File: src/hw/rtl/b64e_pkg.sv
// ----------------------------------------------------------------------------
// b64e_pkg
// shared types, constants and the base64 alphabet lookup for the encoder
// ----------------------------------------------------------------------------
package b64e_pkg;

  // default depth of the queue between front and back
  localparam int unsigned QUEUE_DEPTH_DEF = 4;

  // six-bit symbol codes plus one extra code for the pad character
  localparam int unsigned CODE_W = 7;
  localparam logic [CODE_W-1:0] CODE_PAD = 7'd64;

  // most characters one byte can produce
  localparam int unsigned MAX_CHARS = 4;

  localparam logic [7:0] ASCII_PLUS  = 8'h2B;
  localparam logic [7:0] ASCII_SLASH = 8'h2F;
  localparam logic [7:0] ASCII_EQUAL = 8'h3D;

  // position of the next byte within its three-byte group
  typedef enum logic [1:0] {
    PH_FIRST  = 2'd0,
    PH_SECOND = 2'd1,
    PH_THIRD  = 2'd2
  } phase_t;

  // one classified byte: its characters in order, index of the final one,
  // and whether the final one closes the message
  typedef struct packed {
    logic [MAX_CHARS-1:0][CODE_W-1:0] codes;
    logic [1:0]                       last_idx;
    logic                             last;
  } entry_t;

  // symbol code to ascii
  function automatic logic [7:0] b64_char(input logic [CODE_W-1:0] code);
    logic [7:0] c;
    c = {1'b0, code};
    if (code[6]) begin
      return ASCII_EQUAL;
    end else if (code < 7'd26) begin
      return c + 8'h41;
    end else if (code < 7'd52) begin
      return c + 8'd71;
    end else if (code < 7'd62) begin
      return c - 8'd4;
    end else if (code == 7'd62) begin
      return ASCII_PLUS;
    end else begin
      return ASCII_SLASH;
    end
  endfunction

endpackage

File: src/hw/rtl/b64e_byte_if.sv
// ----------------------------------------------------------------------------
// b64e_byte_if
// raw byte channel: one message byte and its end-of-message flag per word
// ----------------------------------------------------------------------------
interface b64e_byte_if;
  logic       valid;
  logic       ready;
  logic [7:0] data_byte;
  logic       final_byte;

  modport source (output valid, output data_byte, output final_byte, input ready);
  modport sink (input valid, input data_byte, input final_byte, output ready);
endinterface

File: src/hw/rtl/b64e_char_if.sv
// ----------------------------------------------------------------------------
// b64e_char_if
// character channel: one base64 ascii character and its last flag per word
// ----------------------------------------------------------------------------
interface b64e_char_if;
  logic       valid;
  logic       ready;
  logic [7:0] out_char;
  logic       out_last;

  modport source (output valid, output out_char, output out_last, input ready);
  modport sink (input valid, input out_char, input out_last, output ready);
endinterface

File: src/hw/rtl/b64e_front.sv
// ----------------------------------------------------------------------------
// b64e_front
// accepts raw bytes, tracks the group phase and splits each byte into the
// symbol codes it produces
// ----------------------------------------------------------------------------
module b64e_front import b64e_pkg::*; (
  input  logic        clk,
  input  logic        rst,
  b64e_byte_if.sink   bytes,
  input  logic        full,
  output logic        push,
  output entry_t      entry
);

  phase_t     phase;
  phase_t     phase_next;
  logic [3:0] leftover_bits;
  logic [3:0] leftover_bits_next;
  logic [7:0] b;
  logic       fin;

  assign b    = bytes.data_byte;
  assign fin  = bytes.final_byte;
  assign push = bytes.valid && !full;
  assign bytes.ready = !full;

  // next state
  always_comb begin
    phase_next         = PH_FIRST;
    leftover_bits_next = 4'd0;
    unique case (phase)
      PH_SECOND: begin
        if (!fin) begin
          phase_next         = PH_THIRD;
          leftover_bits_next = b[3:0];
        end
      end
      PH_THIRD: begin
        phase_next = PH_FIRST;
      end
      default: begin
        if (!fin) begin
          phase_next         = PH_SECOND;
          leftover_bits_next = {2'b00, b[1:0]};
        end
      end
    endcase
  end

  // classification
  always_comb begin
    entry.codes    = {MAX_CHARS{CODE_PAD}};
    entry.last_idx = 2'd0;
    entry.last     = fin;
    unique case (phase)
      PH_SECOND: begin
        entry.codes[0] = {1'b0, leftover_bits[1:0], b[7:4]};
        if (fin) begin
          entry.codes[1] = {1'b0, b[3:0], 2'b00};
          entry.last_idx = 2'd2;
        end
      end
      PH_THIRD: begin
        entry.codes[0] = {1'b0, leftover_bits, b[7:6]};
        entry.codes[1] = {1'b0, b[5:0]};
        entry.last_idx = 2'd1;
      end
      default: begin
        entry.codes[0] = {1'b0, b[7:2]};
        if (fin) begin
          entry.codes[1] = {1'b0, b[1:0], 4'b0000};
          entry.last_idx = 2'd3;
        end
      end
    endcase
  end

  always_ff @(posedge clk) begin
    if (rst) begin
      phase         <= PH_FIRST;
      leftover_bits <= 4'd0;
    end else if (push) begin
      phase         <= phase_next;
      leftover_bits <= leftover_bits_next;
    end
  end

endmodule

File: src/hw/rtl/b64e_queue.sv
// ----------------------------------------------------------------------------
// b64e_queue
// small registered fifo of classified bytes between front and back
// ----------------------------------------------------------------------------
module b64e_queue import b64e_pkg::*; #(
  parameter int unsigned DEPTH = QUEUE_DEPTH_DEF
) (
  input  logic   clk,
  input  logic   rst,
  input  logic   push,
  input  entry_t push_entry,
  output logic   full,
  input  logic   pop,
  output logic   head_valid,
  output entry_t head
);

  localparam int unsigned AW = (DEPTH > 1) ? $clog2(DEPTH) : 1;
  localparam int unsigned CW = $clog2(DEPTH + 1);
  localparam logic [AW-1:0] LAST_SLOT = AW'(DEPTH - 1);
  localparam logic [CW-1:0] FULL_COUNT = CW'(DEPTH);

  entry_t        slots [DEPTH];
  logic [AW-1:0] wr_ptr;
  logic [AW-1:0] rd_ptr;
  logic [CW-1:0] count;

  assign full       = (count == FULL_COUNT);
  assign head_valid = (count != '0);
  assign head       = slots[rd_ptr];

  always_ff @(posedge clk) begin
    if (push) begin
      slots[wr_ptr] <= push_entry;
    end
  end

  always_ff @(posedge clk) begin
    if (rst) begin
      wr_ptr <= '0;
      rd_ptr <= '0;
      count  <= '0;
    end else begin
      if (push) begin
        wr_ptr <= (wr_ptr == LAST_SLOT) ? '0 : wr_ptr + 1'b1;
      end
      if (pop) begin
        rd_ptr <= (rd_ptr == LAST_SLOT) ? '0 : rd_ptr + 1'b1;
      end
      if (push && !pop) begin
        count <= count + 1'b1;
      end else if (pop && !push) begin
        count <= count - 1'b1;
      end
    end
  end

endmodule

File: src/hw/rtl/b64e_back.sv
// ----------------------------------------------------------------------------
// b64e_back
// walks the characters of the head entry, one per cycle while chars is not
// stalled, into the output register
// ----------------------------------------------------------------------------
module b64e_back import b64e_pkg::*; (
  input  logic        clk,
  input  logic        rst,
  input  logic        head_valid,
  input  entry_t      head,
  output logic        pop,
  b64e_char_if.source chars
);

  logic [1:0] idx;
  logic       load;
  logic       at_end;

  assign at_end = (idx == head.last_idx);
  assign load   = head_valid && (!chars.valid || chars.ready);
  assign pop    = load && at_end;

  always_ff @(posedge clk) begin
    if (load) begin
      chars.out_char <= b64_char(head.codes[idx]);
      chars.out_last <= head.last && at_end;
    end
  end

  always_ff @(posedge clk) begin
    if (rst) begin
      chars.valid <= 1'b0;
      idx         <= 2'd0;
    end else begin
      if (load) begin
        chars.valid <= 1'b1;
        idx         <= at_end ? 2'd0 : idx + 2'd1;
      end else if (chars.ready) begin
        chars.valid <= 1'b0;
      end
    end
  end

endmodule

File: src/hw/rtl/base64_stream_encoder.sv
// ----------------------------------------------------------------------------
// base64_stream_encoder
// streaming base64 encoder, standard alphabet with '=' padding
// ----------------------------------------------------------------------------
// takes a message one raw byte per word on bytes, with final_byte set on the
// last byte, and gives base64 ascii characters one per word on chars, with
// out_last set on the last character of the message. a byte in group position
// one or two gives one character, position three gives two, and the final
// byte also flushes the leftover bits and pads with '=' to a multiple of four,
// so it gives up to four. bytes are taken one per cycle while the queue
// between front and back has room; the output side gives one character per
// cycle while chars is not stalled, so a steady stream runs at four
// characters per three bytes. apart from stalls on chars, the output
// register is the only thing limiting the rate. a taken byte is written into
// a queue slot, and its characters are loaded from there into the output
// register once it is at the head of the queue and the register is free.
// empty messages cannot be expressed.
// ----------------------------------------------------------------------------
module base64_stream_encoder import b64e_pkg::*; #(
  parameter int unsigned QUEUE_DEPTH = QUEUE_DEPTH_DEF
) (
  input  logic        clk,
  input  logic        rst,
  b64e_byte_if.sink   bytes,
  b64e_char_if.source chars
);

  // front to queue
  logic   push;
  entry_t push_entry;
  logic   full;

  // queue to back
  logic   pop;
  logic   head_valid;
  entry_t head;

  // classifier: phase and leftover bits live here
  b64e_front u_front (
    .clk   (clk),
    .rst   (rst),
    .bytes (bytes),
    .full  (full),
    .push  (push),
    .entry (push_entry)
  );

  // decoupling queue, lets the byte side run ahead of the character side
  b64e_queue #(
    .DEPTH (QUEUE_DEPTH)
  ) u_queue (
    .clk        (clk),
    .rst        (rst),
    .push       (push),
    .push_entry (push_entry),
    .full       (full),
    .pop        (pop),
    .head_valid (head_valid),
    .head       (head)
  );

  // character sequencer and output register
  b64e_back u_back (
    .clk        (clk),
    .rst        (rst),
    .head_valid (head_valid),
    .head       (head),
    .pop        (pop),
    .chars      (chars)
  );

endmodule

File: src/flat_wrapper.sv
// flat-port wrapper written by rule: the top's interface ports become plain ports
module base64_stream_encoder_flat import b64e_pkg::*;
#(
  parameter int unsigned QUEUE_DEPTH = QUEUE_DEPTH_DEF
)
  (clk, rst, bytes_valid, bytes_data_byte, bytes_final_byte, bytes_ready, chars_valid, chars_out_char, chars_out_last, chars_ready);
  b64e_byte_if bytes_i ();
  b64e_char_if chars_i ();
  input  logic clk;
  input  logic rst;
  input wire logic [$bits(bytes_i.valid)-1:0] bytes_valid;
  input wire logic [$bits(bytes_i.data_byte)-1:0] bytes_data_byte;
  input wire logic [$bits(bytes_i.final_byte)-1:0] bytes_final_byte;
  output wire logic [$bits(bytes_i.ready)-1:0] bytes_ready;
  output wire logic [$bits(chars_i.valid)-1:0] chars_valid;
  output wire logic [$bits(chars_i.out_char)-1:0] chars_out_char;
  output wire logic [$bits(chars_i.out_last)-1:0] chars_out_last;
  input wire logic [$bits(chars_i.ready)-1:0] chars_ready;
  assign bytes_i.valid = bytes_valid;
  assign bytes_i.data_byte = bytes_data_byte;
  assign bytes_i.final_byte = bytes_final_byte;
  assign bytes_ready = bytes_i.ready;
  assign chars_valid = chars_i.valid;
  assign chars_out_char = chars_i.out_char;
  assign chars_out_last = chars_i.out_last;
  assign chars_i.ready = chars_ready;
  base64_stream_encoder #(.QUEUE_DEPTH(QUEUE_DEPTH)) u_core (.clk(clk), .rst(rst), .bytes(bytes_i), .chars(chars_i));
endmodule
File: config.mk
export PLATFORM = sky130hd
export DESIGN_NAME = base64_stream_encoder_flat
export DESIGN_NICKNAME = d
export VERILOG_FILES = /design/src/hw/rtl/b64e_pkg.sv /design/src/hw/rtl/b64e_byte_if.sv /design/src/hw/rtl/b64e_char_if.sv /design/src/hw/rtl/b64e_front.sv /design/src/hw/rtl/b64e_queue.sv /design/src/hw/rtl/b64e_back.sv /design/src/hw/rtl/base64_stream_encoder.sv /design/src/flat_wrapper.sv
export SDC_FILE = /design/constraint.sdc
export NUM_CORES = 1
export LEC_CHECK = 0
export BUFFER_PORTS_ARGS = -buffer_cell sky130_fd_sc_hd__buf_2
export CORE_MARGIN = 2
export CORE_UTILIZATION = 45
export DETAILED_ROUTE_END_ITERATION = 6
export SLEW_MARGIN = 10
export SYNTH_ARGS = -nofsm -noshare
export SYNTH_HDL_FRONTEND = slang
export SYNTH_SLANG_ARGS = --single-unit
File: constraint.sdc
create_clock -name clk -period 4.62 [get_ports clk]
set_input_delay 0.924 -clock clk [delete_from_list [all_inputs] [get_ports clk]]
set_output_delay 0.924 -clock clk [all_outputs]
set_load 0.01 [all_outputs]
Word level (Yosys, flattened, before mapping)
Memories as Yosys holds them, arrays and structs flattened. A register that Yosys moved wholly into a read port is not among the register bits.
Cells that the tools add are included.
Word-level totals
  logic and storage cells: 71
  bits of input ports: 13
  bits in writable memories: 68
  memories: 1
  bits in registers: 25
Operators by class
  muxes and demuxes: 28
  equality and inequality tests: 7
  reduce and logical (&&, ||, !) cells: 14
  order comparisons: 4
  add/sub/neg operators: 8
Memories
  u_core.u_queue.slots: depth 4, width 17, rd ports 1, clocked after memory_dff 1, write ports 1, line b64e_queue.sv:23  | entry_t slots [DEPTH];
Operators with widths (number)
  case mux 16 bit (2 select lines): 1
  2-to-1 mux 8 bit: 3
  2-to-1 mux 7 bit: 3
  2-to-1 mux 2 bit: 9
  adder 7 x 7 -> 8 bit, second input constant: 2
  binary-select mux 7 bit (select 2 bit): 1
  less-than comparator 7 x 6 -> 1 bit, second input constant: 2
  2-to-1 mux 3 bit: 3
  case mux 4 bit (2 select lines): 1
  subtractor 7 x 3 -> 8 bit, second input constant: 1
  equality test 7 x 6 -> 1 bit, second input constant: 1
  less-than comparator 7 x 5 -> 1 bit, second input constant: 1
  adder 2 x 1 -> 2 bit, second input constant: 3
  equality test 2 bit, second input constant: 3
  logical AND 1 bit: 6
  2-to-1 mux 1 bit: 5
  zero test 1 bit: 4
  2-to-1 mux 4 bit: 1
  case mux 2 bit (2 select lines): 1
  nonzero test 2 bit: 2
  adder 3 x 1 -> 3 bit, second input constant: 1
  equality test 3 bit, second input constant: 1
  less-than comparator 2 x 3 -> 1 bit, second input constant: 1
  nonzero test 3 bit: 1
  4 further kinds: 4

Logic depth before layout (Yosys ltp)
Gate-level depths: netlist of run 1.
  depth after elaboration: 7
  gate-level depth with buffers: 12

By module
From an unflattened synthesis of run 1, not the netlist that was laid out.
Second synthesis, totals
  cells, all modules: 386
  area, all modules: 6576.3 um^2
Modules (own cells, without submodules)
  b64e_queue: area each 4916.0 um^2, cells an instance 205, seq. area each 3903.7 um^2, times used 1
  b64e_back: area each 996.0 um^2, cells an instance 95, seq. area each 330.3 um^2, times used 1
  b64e_front: area each 664.4 um^2, cells an instance 86, seq. area each 120.1 um^2, times used 1

Least setup slack after synthesis of run 1
Ideal clock, no wire load.
  path type: flip-flop to flip-flop
  from: reg (tool-made name)
  to: reg u_core.u_queue.count[2]
  data arrival time: 2.915 ns
  setup slack: 1.635 ns
  buffers on the path: 2
  stages on the path, launching flop included: 13
  library setup time: 0.070 ns
  cell sequence: dfxtp_1 -> buf_4 -> buf_2 -> mux4_2 -> xnor2_1 -> and2_1 -> nand2_1 -> ha_1 -> inv_1 -> fa_1 -> xor2_1 -> or3_1 -> a21oi_1
RTL lines
  end signal: assignment: line b64e_queue.sv:51  | count <= count + 1'b1;
  end signal: assignment: line b64e_queue.sv:53  | count <= count - 1'b1;
  end: declaration: line b64e_queue.sv:26  | logic [CW-1:0] count;

==> impl_metrics.toml, run 1 <==
[run_status]
status = "finished clean"

[routing]
drt_wl_total_mm = 7.416
drt_iter0_markers = 137
vias = 2500
drc = 0
firstDrtPassIters = 4
ant_nets = 0
wire_per_inst_um = 16.26
vias_per_cell = 5.482

[setup_path]
critical_path_class = "reg2reg"
cp_top_family = "flip-flops"
arrival_ns = 3.66
slowest_delay_ns = 0.90
worstPathRequired_ns = 4.90
crit_chain = "mux4_2 -> xnor2_1 -> and2_1 -> nand2_1 -> ha_1 -> inv_1 -> fa_1 -> xor2_1 -> or3_1 -> a21oi_1"
end_kind = "flip-flop"
start_kind = "flip-flop"
slowest_stage = "dfxtp_1"
crit_path_max_fanout = 16
critical_path.n_buffers_inverters = 1

[cells_and_area]
drive_above_1_share = 0.1594
diodes = 0
final_common_cell = "edfxtp_1"
nNetsFinal = 367
num-fill-cells = 806
mostFrequentLayoutCells = "73 x edfxtp_1, 24 x nand2_1, 23 x buf_2"
area_growth_pct = 8.185
register_area_mm2 = 0.002552
multi_input_area_mm2 = 0.001506

[clock_tree]
clk_latency_ns = 0.34
cts_tree = "yes"
clk_pin_slew_ns = 0.09
numCtsBuffers = 9
cts_buffer_depth = 2
ctsHoldBuffers = 0
clkSinkCount = 91
htreeDepth = 3
cts_setup_buffers = 0
cts_resized = 0
cts_root_buf = "clkbuf_8"

[yosys]
yosys.area.top_type = "edfxtp_1"
yosys_warnings = 0
async_flop_share = 0
synth_top_cell_area_share = 0.5196
netlist_instances = 323
synth_cell_types = 53
synth_area_mm2 = 0.004219
ys_seq_area_frac = 0.6050
synth_area_leaders = "edfxtp_1 52%, dfxtp_1 8.5%, mux4_2 5.3%"
synthFlopType = "edfxtp_1"
ys_ff_latch = 91
synth_edf_count = 73
postSynthAreaPerCell_um2 = 13.06
syn-num-nets = 350

[power]
p_clk_frac = 0.198
switching_power_w = 0.0009033
vdd_drop_max_mv = 0.1746
powerDensity_mw_per_mm2 = 576.8
sequentialPowerShare = 0.442
switching_share = 0.3431
p_int_w = 0.001729
p_leak_nw = 1.605
combPwrFrac = 0.361

[place]
io_buffers = 23
place.gp.congestion = 0.8739
dp_hpwl_mm = 5.250

[floorplanning]
dieHeight_um = 100.8
core-area_mm2 = 0.009153
die_area_mm2 = 0.01017
io_pins = 24
placementRows = 35
die_x_um = 100.8
initial_core_util = 0.4610

[timing]
tightest_slew_ns = 0.8724
slew_headroom = 0.4176
max_freq_ghz = 0.2960
min_period_over_period = 0.7313
post-route-min-period_ns = 3.378
fin_setup_tns_ns = 0
finalHoldViolCount = 0
rsz0062_at_grt = "false"
clock-skew-final_ns = 0.01112
setup_violations = 0
maxSlewViolCount = 0
whs_ns = 0.4687

[grt]
antenna_found_initial = 0
grt_pass1_wl_mm = 11.89
grt_pass1_vias = 2385
grt_overflow = 0
track_usage = 0.1570
grt_max_degree = 23

[run]
cap_violations = 0

[worst_hold_path]
hold_class = "reg2reg"
## metrics by stage
step	power [W]	instance area, µm²	util	setup WS (ns)	std cells
2_1_floorplan	0.001952	4219	-	1.635	323
3_3_place_gp	0.002126	4373	0.4778	1.285	440
3_5_place_dp	0.002138	4373	0.4778	1.188	440
4_1_cts	0.002660	4564	0.4987	1.177	456
5_1_grt	0.002826	4564	0.4987	0.9402	456
6_report	0.002633	4564	0.4987	1.242	456
## cells by family after synthesis
group	Yosys count	synth area share
adders and majority gates	14	0.04330
other	1	0.0008888
muxes	30	0.1011
AOI/OAI and AO/OA	58	0.08808
DFF	91	0.6050
buffers and inverters	32	0.03796
xor gates and xnor gates	6	0.01246
and+or+nand+nor	91	0.1112
## metal layers
| metal | global-route usage | part of all wire | wire (µm) | vias up |
|---|---|---|---|---|
| met3 | 0.02566 | 0.029 | 212 | 7 |
| met4 | 0.06533 | 0.012 | 90 | 0 |
| met1 | 0.2079 | 0.47 | 3473 | 1214 |
| met5 | 0 | 0 | 0 | - |
| met2 | 0.2579 | 0.49 | 3641 | 38 |
| li1 | - | - | - | 1241 |
## path summary, 6_finish.rpt
path                                                 startpoint                         endpoint  slack [ns]  cells after the start
worst max-delay path                                  flip-flop          u_core.u_queue.count[2]        1.24                     10
worst min register to register  u_core.u_front.leftover_bits[2]  u_core.u_front.leftover_bits[2]        0.47                      2
worst min-delay path            u_core.u_front.leftover_bits[2]  u_core.u_front.leftover_bits[2]        0.47                      2
worst max register to register                        flip-flop          u_core.u_queue.count[2]        1.24                     10
## sequential cells by signal (all words and copies together) (netlist names), 2 cells and up, named ones only
name,flops
u_core.u_queue.slots,64
u_core.u_back.chars.out_char,8
u_core.u_queue.count,3
u_core.u_front.phase,2
u_core.u_queue.rd_ptr,2
u_core.u_queue.wr_ptr,2
u_core.u_back.idx,2
u_core.u_front.leftover_bits,4
## worst reg2reg max path: cells and delay by family, from the launching register on
family                   cells  cell delay, ns
flip-flops                   1            0.90
AND/OR/NAND/NOR              3            0.65
adder cells (fa/ha/maj)      2            0.63
multiplexers                 1            0.61
XOR/XNOR                     2            0.32
AO/OA/AOI/OAI                1            0.14
buffers and inverters        1            0.07
## power groups by stage
stage                     Combinational, W  Clock [W]  Sequential (W)
final                             0.000949   0.000521         0.00116
after global placement            0.000945          0         0.00118
after floorplan                   0.000806          0         0.00115
after CTS                         0.000958   0.000535         0.00117
after detailed placement          0.000953          0         0.00119
after global routing               0.00107   0.000567         0.00119
## final cells by class
type / instances / share of cell area
Multi-Input combinational cell: 200 / 0.3300
Inverter: 14 / 0.01151
Sequential cell: 91 / 0.5592
Clock buffer: 9 / 0.02714
Clock inverter: 7 / 0.01480
Tap cell: 111 / 0.03043
Timing Repair Buffer: 24 / 0.02686
## Yosys cell counts, types with 3 or more instances
master    number
a32oi_1        4
or3_1          5
nor2_1        19
a21o_1         3
mux4_2        10
nor3_1         5
xnor2_1        4
clkbuf_1       9
o21ai_0       12
edfxtp_1      73
and3_1         7
and2_1         4
nor2b_1        3
buf_2          4
inv_1         12
nand3_1       12
ha_1          13
nand2_1       24
a21oi_1       19
mux2i_1       19
dfxtp_1       18
a22oi_1        9
Note: power is estimated with default switching activity, not from simulation.
==> run 2: changes to the inputs <==
==> constraint.sdc (replaced) <==
create_clock -name clk -period 3.36 [get_ports clk]
set_input_delay 0.672 -clock clk [delete_from_list [all_inputs] [get_ports clk]]
set_output_delay 0.672 -clock clk [all_outputs]
set_load 0.01 [all_outputs]
==> impl_metrics.toml, run 2 (synthesis results as in run 1) <==
[run_status]
status = "finished clean"

[routing]
ant_nets = 0
wire_per_inst_um = 16.85
drc = 0
vias_per_cell = 5.589
drt_iter0_markers = 188
vias = 2571
drt_wl_total_mm = 7.750
firstDrtPassIters = 5

[cells_and_area]
mostFrequentLayoutCells = "73 x edfxtp_1, 24 x nand2_1, 23 x buf_2"
largest-register = "u_core.u_queue.slots"
drive_above_1_share = 0.1719
largest_reg_flops = 64
nNetsFinal = 371
num-fill-cells = 781
diodes = 0
top_regs = "u_core.u_queue.slots (64), u_core.u_back.chars.out_char (8), u_core.u_front.leftover_bits (4)"
final_common_cell = "edfxtp_1"
area_growth_pct = 8.689

[timing]
max_freq_ghz = 0.3547
clock-skew-final_ns = 0.01155
finalHoldViolCount = 0
tightest_slew_ns = 0.8733
slew_headroom = 0.4178
min_period_over_period = 0.8391
setup_violations = 0
fin_setup_tns_ns = 0
maxSlewViolCount = 0
rsz0062_at_grt = "false"
post-route-min-period_ns = 2.819

[grt]
grt_overflow = 0
grt_pass1_vias = 2507
grt_pass1_wl_mm = 12.75
track_usage = 0.1674
antenna_found_initial = 0
grt_max_degree = 23

[floorplanning]
die_x_um = 100.8
die_area_mm2 = 0.01017
io_pins = 24
core-area_mm2 = 0.009153
dieHeight_um = 100.8
placementRows = 35
initial_core_util = 0.4610

[setup_path]
crit_path_max_fanout = 4
arrival_ns = 3.11
start_kind = "flip-flop"
critical_path_class = "reg2reg"
end_kind = "flip-flop"
worstPathRequired_ns = 3.65

[power]
p_leak_nw = 1.616
vdd_drop_max_mv = 0.2254
p_int_w = 0.002333
total_power_w = 0.003614
switching_power_w = 0.001281
powerDensity_mw_per_mm2 = 788.1
sequentialPowerShare = 0.428
switching_share = 0.3544
p_clk_frac = 0.178
combPwrFrac = 0.394

[clock_tree]
clk_pin_slew_ns = 0.09
clk_latency_ns = 0.36
cts_setup_buffers = 0
htreeDepth = 3
cts_resized = 0
ctsHoldBuffers = 0
cts_tree = "yes"
numCtsBuffers = 9
cts_root_buf = "clkbuf_8"
cts_buffer_depth = 2
clkSinkCount = 91

[worst_hold_path]
hold_class = "reg2reg"

[run]
cap_violations = 0

[place]
io_buffers = 23
place.gp.congestion = 0.8688
dp_hpwl_mm = 5.432
## run 2: cell types whose count changed in the layout (fill, tap and decap cells not counted)
cell	previous run	this run
clkinvlp_4	1	2
inv_6	1	0
clkinv_4	1	2
buf_12	0	1
clkinv_2	1	2
buf_4	1	4
bufinv_16	1	0
clkinv_1	3	1
clkbuf_1	0	1
## run 2: path summary, 6_finish.rpt
check,slack (ns),cells past startpoint,start,end
hold reg to reg,0.47,2,u_core.u_front.leftover_bits[2],u_core.u_front.leftover_bits[2]
hold / removal,0.47,2,u_core.u_front.leftover_bits[2],u_core.u_front.leftover_bits[2]
setup reg to reg,0.54,10,flip-flop,u_core.u_queue.count[2]
setup / recovery,0.54,10,flip-flop,u_core.u_queue.count[2]
## run 2: power by group through the flow
| stage | Combinational, W | Clock [W] | Sequential [W] |
|---|---|---|---|
| 3_3_place_gp | 0.00141 | 0 | 0.00157 |
| 2_1_floorplan | 0.00111 | 0 | 0.00158 |
| 6_report | 0.00142 | 0.000644 | 0.00155 |
| 5_1_grt | 0.00159 | 0.000704 | 0.00157 |
| 4_1_cts | 0.00143 | 0.000664 | 0.00155 |
| 3_5_place_dp | 0.00142 | 0 | 0.00157 |
## run 2: cell type report
type | count | area, µm² | area share
Timing Repair Buffer | 28 | 165.2 | 0.03602
Inverter | 14 | 52.55 | 0.01146
Clock buffer | 10 | 127.6 | 0.02783
Tap cell | 111 | 138.9 | 0.03029
Multi-Input combinational cell | 200 | 1506 | 0.3285
Clock inverter | 6 | 42.54 | 0.009277
Sequential cell | 91 | 2552 | 0.5566
## run 2: layer usage
layer	track usage	vias to the layer above	wire, µm
met5	0	-	0
met4	0.07376	0	138
met3	0.03121	11	244
met2	0.2723	56	3754
met1	0.2194	1253	3612
li1	-	1251	-
## run 2: critical path, cell delays in order, from the launching register on
cell and delay (ns):
dfxtp_1 0.44, mux4_2 0.54, xnor2_1 0.14, and2_1 0.19, nand2_1 0.14, ha_1 0.20, inv_1 0.07, fa_1 0.42
xor2_1 0.17, or3_1 0.30, a21oi_1 0.15
## run 2: stage by stage
step                      cell area, µm²  setup WS [ns]  std cells    util  hold WS, ns
after floorplan                     4219         0.3747        323       -       0.4323
after global placement              4415         0.5944        444  0.4824       0.4469
after detailed placement            4415         0.5538        444  0.4824       0.4529
after CTS                           4586         0.5296        460  0.5010       0.4640
after global routing                4586         0.3508        460  0.5010       0.4871
final                               4586         0.5408        460  0.5010       0.4674
==> run 3: changes to the inputs <==
==> constraint.sdc (replaced) <==
create_clock -name clk -period 2.5 [get_ports clk]
set_input_delay 0.5 -clock clk [delete_from_list [all_inputs] [get_ports clk]]
set_output_delay 0.5 -clock clk [all_outputs]
set_load 0.01 [all_outputs]
==> impl_metrics.toml, run 3 (synthesis results as in run 1) <==
[floorplanning]
core-area_mm2 = 0.009153
dieHeight_um = 100.8
placementRows = 35
die_area_mm2 = 0.01017
die_x_um = 100.8
initial_core_util = 0.4610
io_pins = 24

[cells_and_area]
area_growth_pct = 17.23
largest_reg_flops = 64
final_area_mm2 = 0.004946
top_regs = "u_core.u_queue.slots (64), u_core.u_back.chars.out_char (8), u_core.u_front.leftover_bits (4)"
nNetsFinal = 398
final_cells = 487
final_common_cell = "edfxtp_1"
largest-register = "u_core.u_queue.slots"
mostFrequentLayoutCells = "73 x edfxtp_1, 27 x buf_4, 23 x nand2_1, 23 x buf_2"
diodes = 0
drive_above_1_share = 0.2846

[clock_tree]
htreeDepth = 3
numCtsBuffers = 9
clk_pin_slew_ns = 0.09
cts_buffer_depth = 2
clkSinkCount = 91
cts_root_buf = "clkbuf_8"
cts_tree = "yes"
ctsHoldBuffers = 0
clk_latency_ns = 0.35

[routing]
wire_per_inst_um = 17.13
vias = 2685
drt_iter0_markers = 133
drt_wl_total_mm = 8.341
vias_per_cell = 5.513
firstDrtPassIters = 4
ant_nets = 0
drc = 0

[timing]
setup_violations = 1
slew_headroom = 0.5660
tightest_slew_ns = 0.6441
clock-skew-final_ns = 0.01003
maxSlewViolCount = 0
min_period_over_period = 1.008
max_freq_ghz = 0.3969
rsz0062_at_grt = "true"
fin_setup_tns_ns = -0.01973
finalHoldViolCount = 0
post-route-min-period_ns = 2.520
whs_ns = 0.4387
finalWorstSetupSlack_ns = -0.01973

[setup_path]
slowest_stage = "a2111oi_0"
worstPathRequired_ns = 2.72
end_kind = "flip-flop"
cp_top_family = "compound AO/OA/AOI/OAI gates"
cp_num_cells = 10
r2r_end = "u_core.u_back.chars.out_char[4]"
arrival_ns = 2.74
crit_end = "u_core.u_back.chars.out_char[4]"
start_kind = "flip-flop"
cpMostUsedCell = "buf_4"
r2r_setup_slack_ns = -0.02
crit_chain = "buf_12 -> buf_4 -> mux2i_1 -> a22oi_2 -> and4b_2 -> buf_4 -> ha_1 -> a21o_1 -> a2111oi_0 -> or2_1"
rr_worst_depth = 10
critical_path_class = "reg2reg"
critical_path.n_buffers_inverters = 3
crit_path_max_fanout = 13
slowest_delay_ns = 0.43

[grt]
grt_max_degree = 23
track_usage = 0.1776
grt_pass1_wl_mm = 13.40
antenna_found_initial = 0
grt_pass1_vias = 2585
grt_overflow = 0

[place]
dp_hpwl_mm = 5.986
dp_cells = 468
place.gp.congestion = 0.8407
dpl-instance-area_mm2 = 0.004642
dp_slack_ns = -0.04123
io_buffers = 23

[run_status]
violations = "negative setup slack"
status = "finished with violations"

[power]
p_leak_nw = 1.797
vdd_drop_max_mv = 0.3847
powerDensity_mw_per_mm2 = 1121

[worst_hold_path]
hold_class = "in2reg"

[run]
cap_violations = 0
## run 3: cell count changes in the layout (fill, tap and decap cells not counted), moves of 2 or more
| cell | previous run | this run |
|---|---|---|
| dfxtp_2 | 0 | 2 |
| a22oi_2 | 0 | 2 |
| buf_6 | 0 | 3 |
| ha_1 | 13 | 11 |
| a21oi_1 | 19 | 17 |
| a21oi_2 | 0 | 2 |
| and4b_2 | 0 | 2 |
| dfxtp_1 | 18 | 15 |
| a22oi_1 | 9 | 7 |
| buf_4 | 4 | 27 |
| and4b_1 | 2 | 0 |
## run 3: worst min-delay path by stage
stage	endpoint	slack, ns	startpoint	depth (start not counted)
after floorplan	u_core.u_front.leftover_bits[2]	0.43	u_core.u_front.leftover_bits[2]	2
after global placement	u_core.u_front.leftover_bits[3]	0.45	u_core.u_front.leftover_bits[3]	2
after detailed placement	u_core.u_front.leftover_bits[2]	0.45	u_core.u_front.leftover_bits[2]	2
after CTS	u_core.u_front.leftover_bits[1]	0.42	bytes_data_byte[1]	3
after global routing	u_core.u_front.leftover_bits[1]	0.43	bytes_data_byte[1]	3
final	u_core.u_front.leftover_bits[3]	0.44	bytes_data_byte[3]	3
## run 3: layout make-up
cell class / instances / area [µm²]
clock buffer: 11 / 141.4
clock inverter: 5 / 60.06
fill: 752 / 4207
inverter: 14 / 52.55
multi-input combinational: 200 / 1603
sequential: 91 / 2559
tap: 111 / 138.9
timing repair buffer: 55 / 391.6
## run 3: power by group
group | total, W | switching, W | internal, W
logic | 0.00245 | 0.00127 | 0.00118
registers | 0.00210 | 0.000130 | 0.00197
clock network | 0.000992 | 0.000499 | 0.000493
## run 3: what timing repair did
| item | in CTS | in global routing |
|---|---|---|
| gates cloned | 0 | 0 |
| buffers inserted | 1 | 2 |
| endpoints found under the hold margin | 0 | 0 |
| gates resized for setup | 3 | 18 |
| pin swaps | 2 | 5 |
| setup endpoints to repair | 3 | 7 |
## run 3: worst register-to-register path, cell delays in order (launching register included)
cell and delay, ns:
dfxtp_2 0.35, buf_12 0.15, buf_4 0.15, mux2i_1 0.22
a22oi_2 0.09, and4b_2 0.29, buf_4 0.15, ha_1 0.19
a21o_1 0.21, a2111oi_0 0.43, or2_1 0.16
## run 3: per-layer routing
layer  global-route usage  vias up  part of all wire
li1                     -     1299                 -
met1               0.2378     1286              0.45
met2               0.2856       80              0.49
met3              0.02982       20             0.034
met4              0.07903        0             0.023
met5                    0        -                 0
## run 3: through the flow
step             util  total power, W
3_3_place_gp   0.5072        0.004365
2_1_floorplan       -        0.003689
5_1_grt        0.5404        0.005927
4_1_cts        0.5315        0.005428
6_report       0.5404        0.005545
3_5_place_dp   0.5072        0.004390
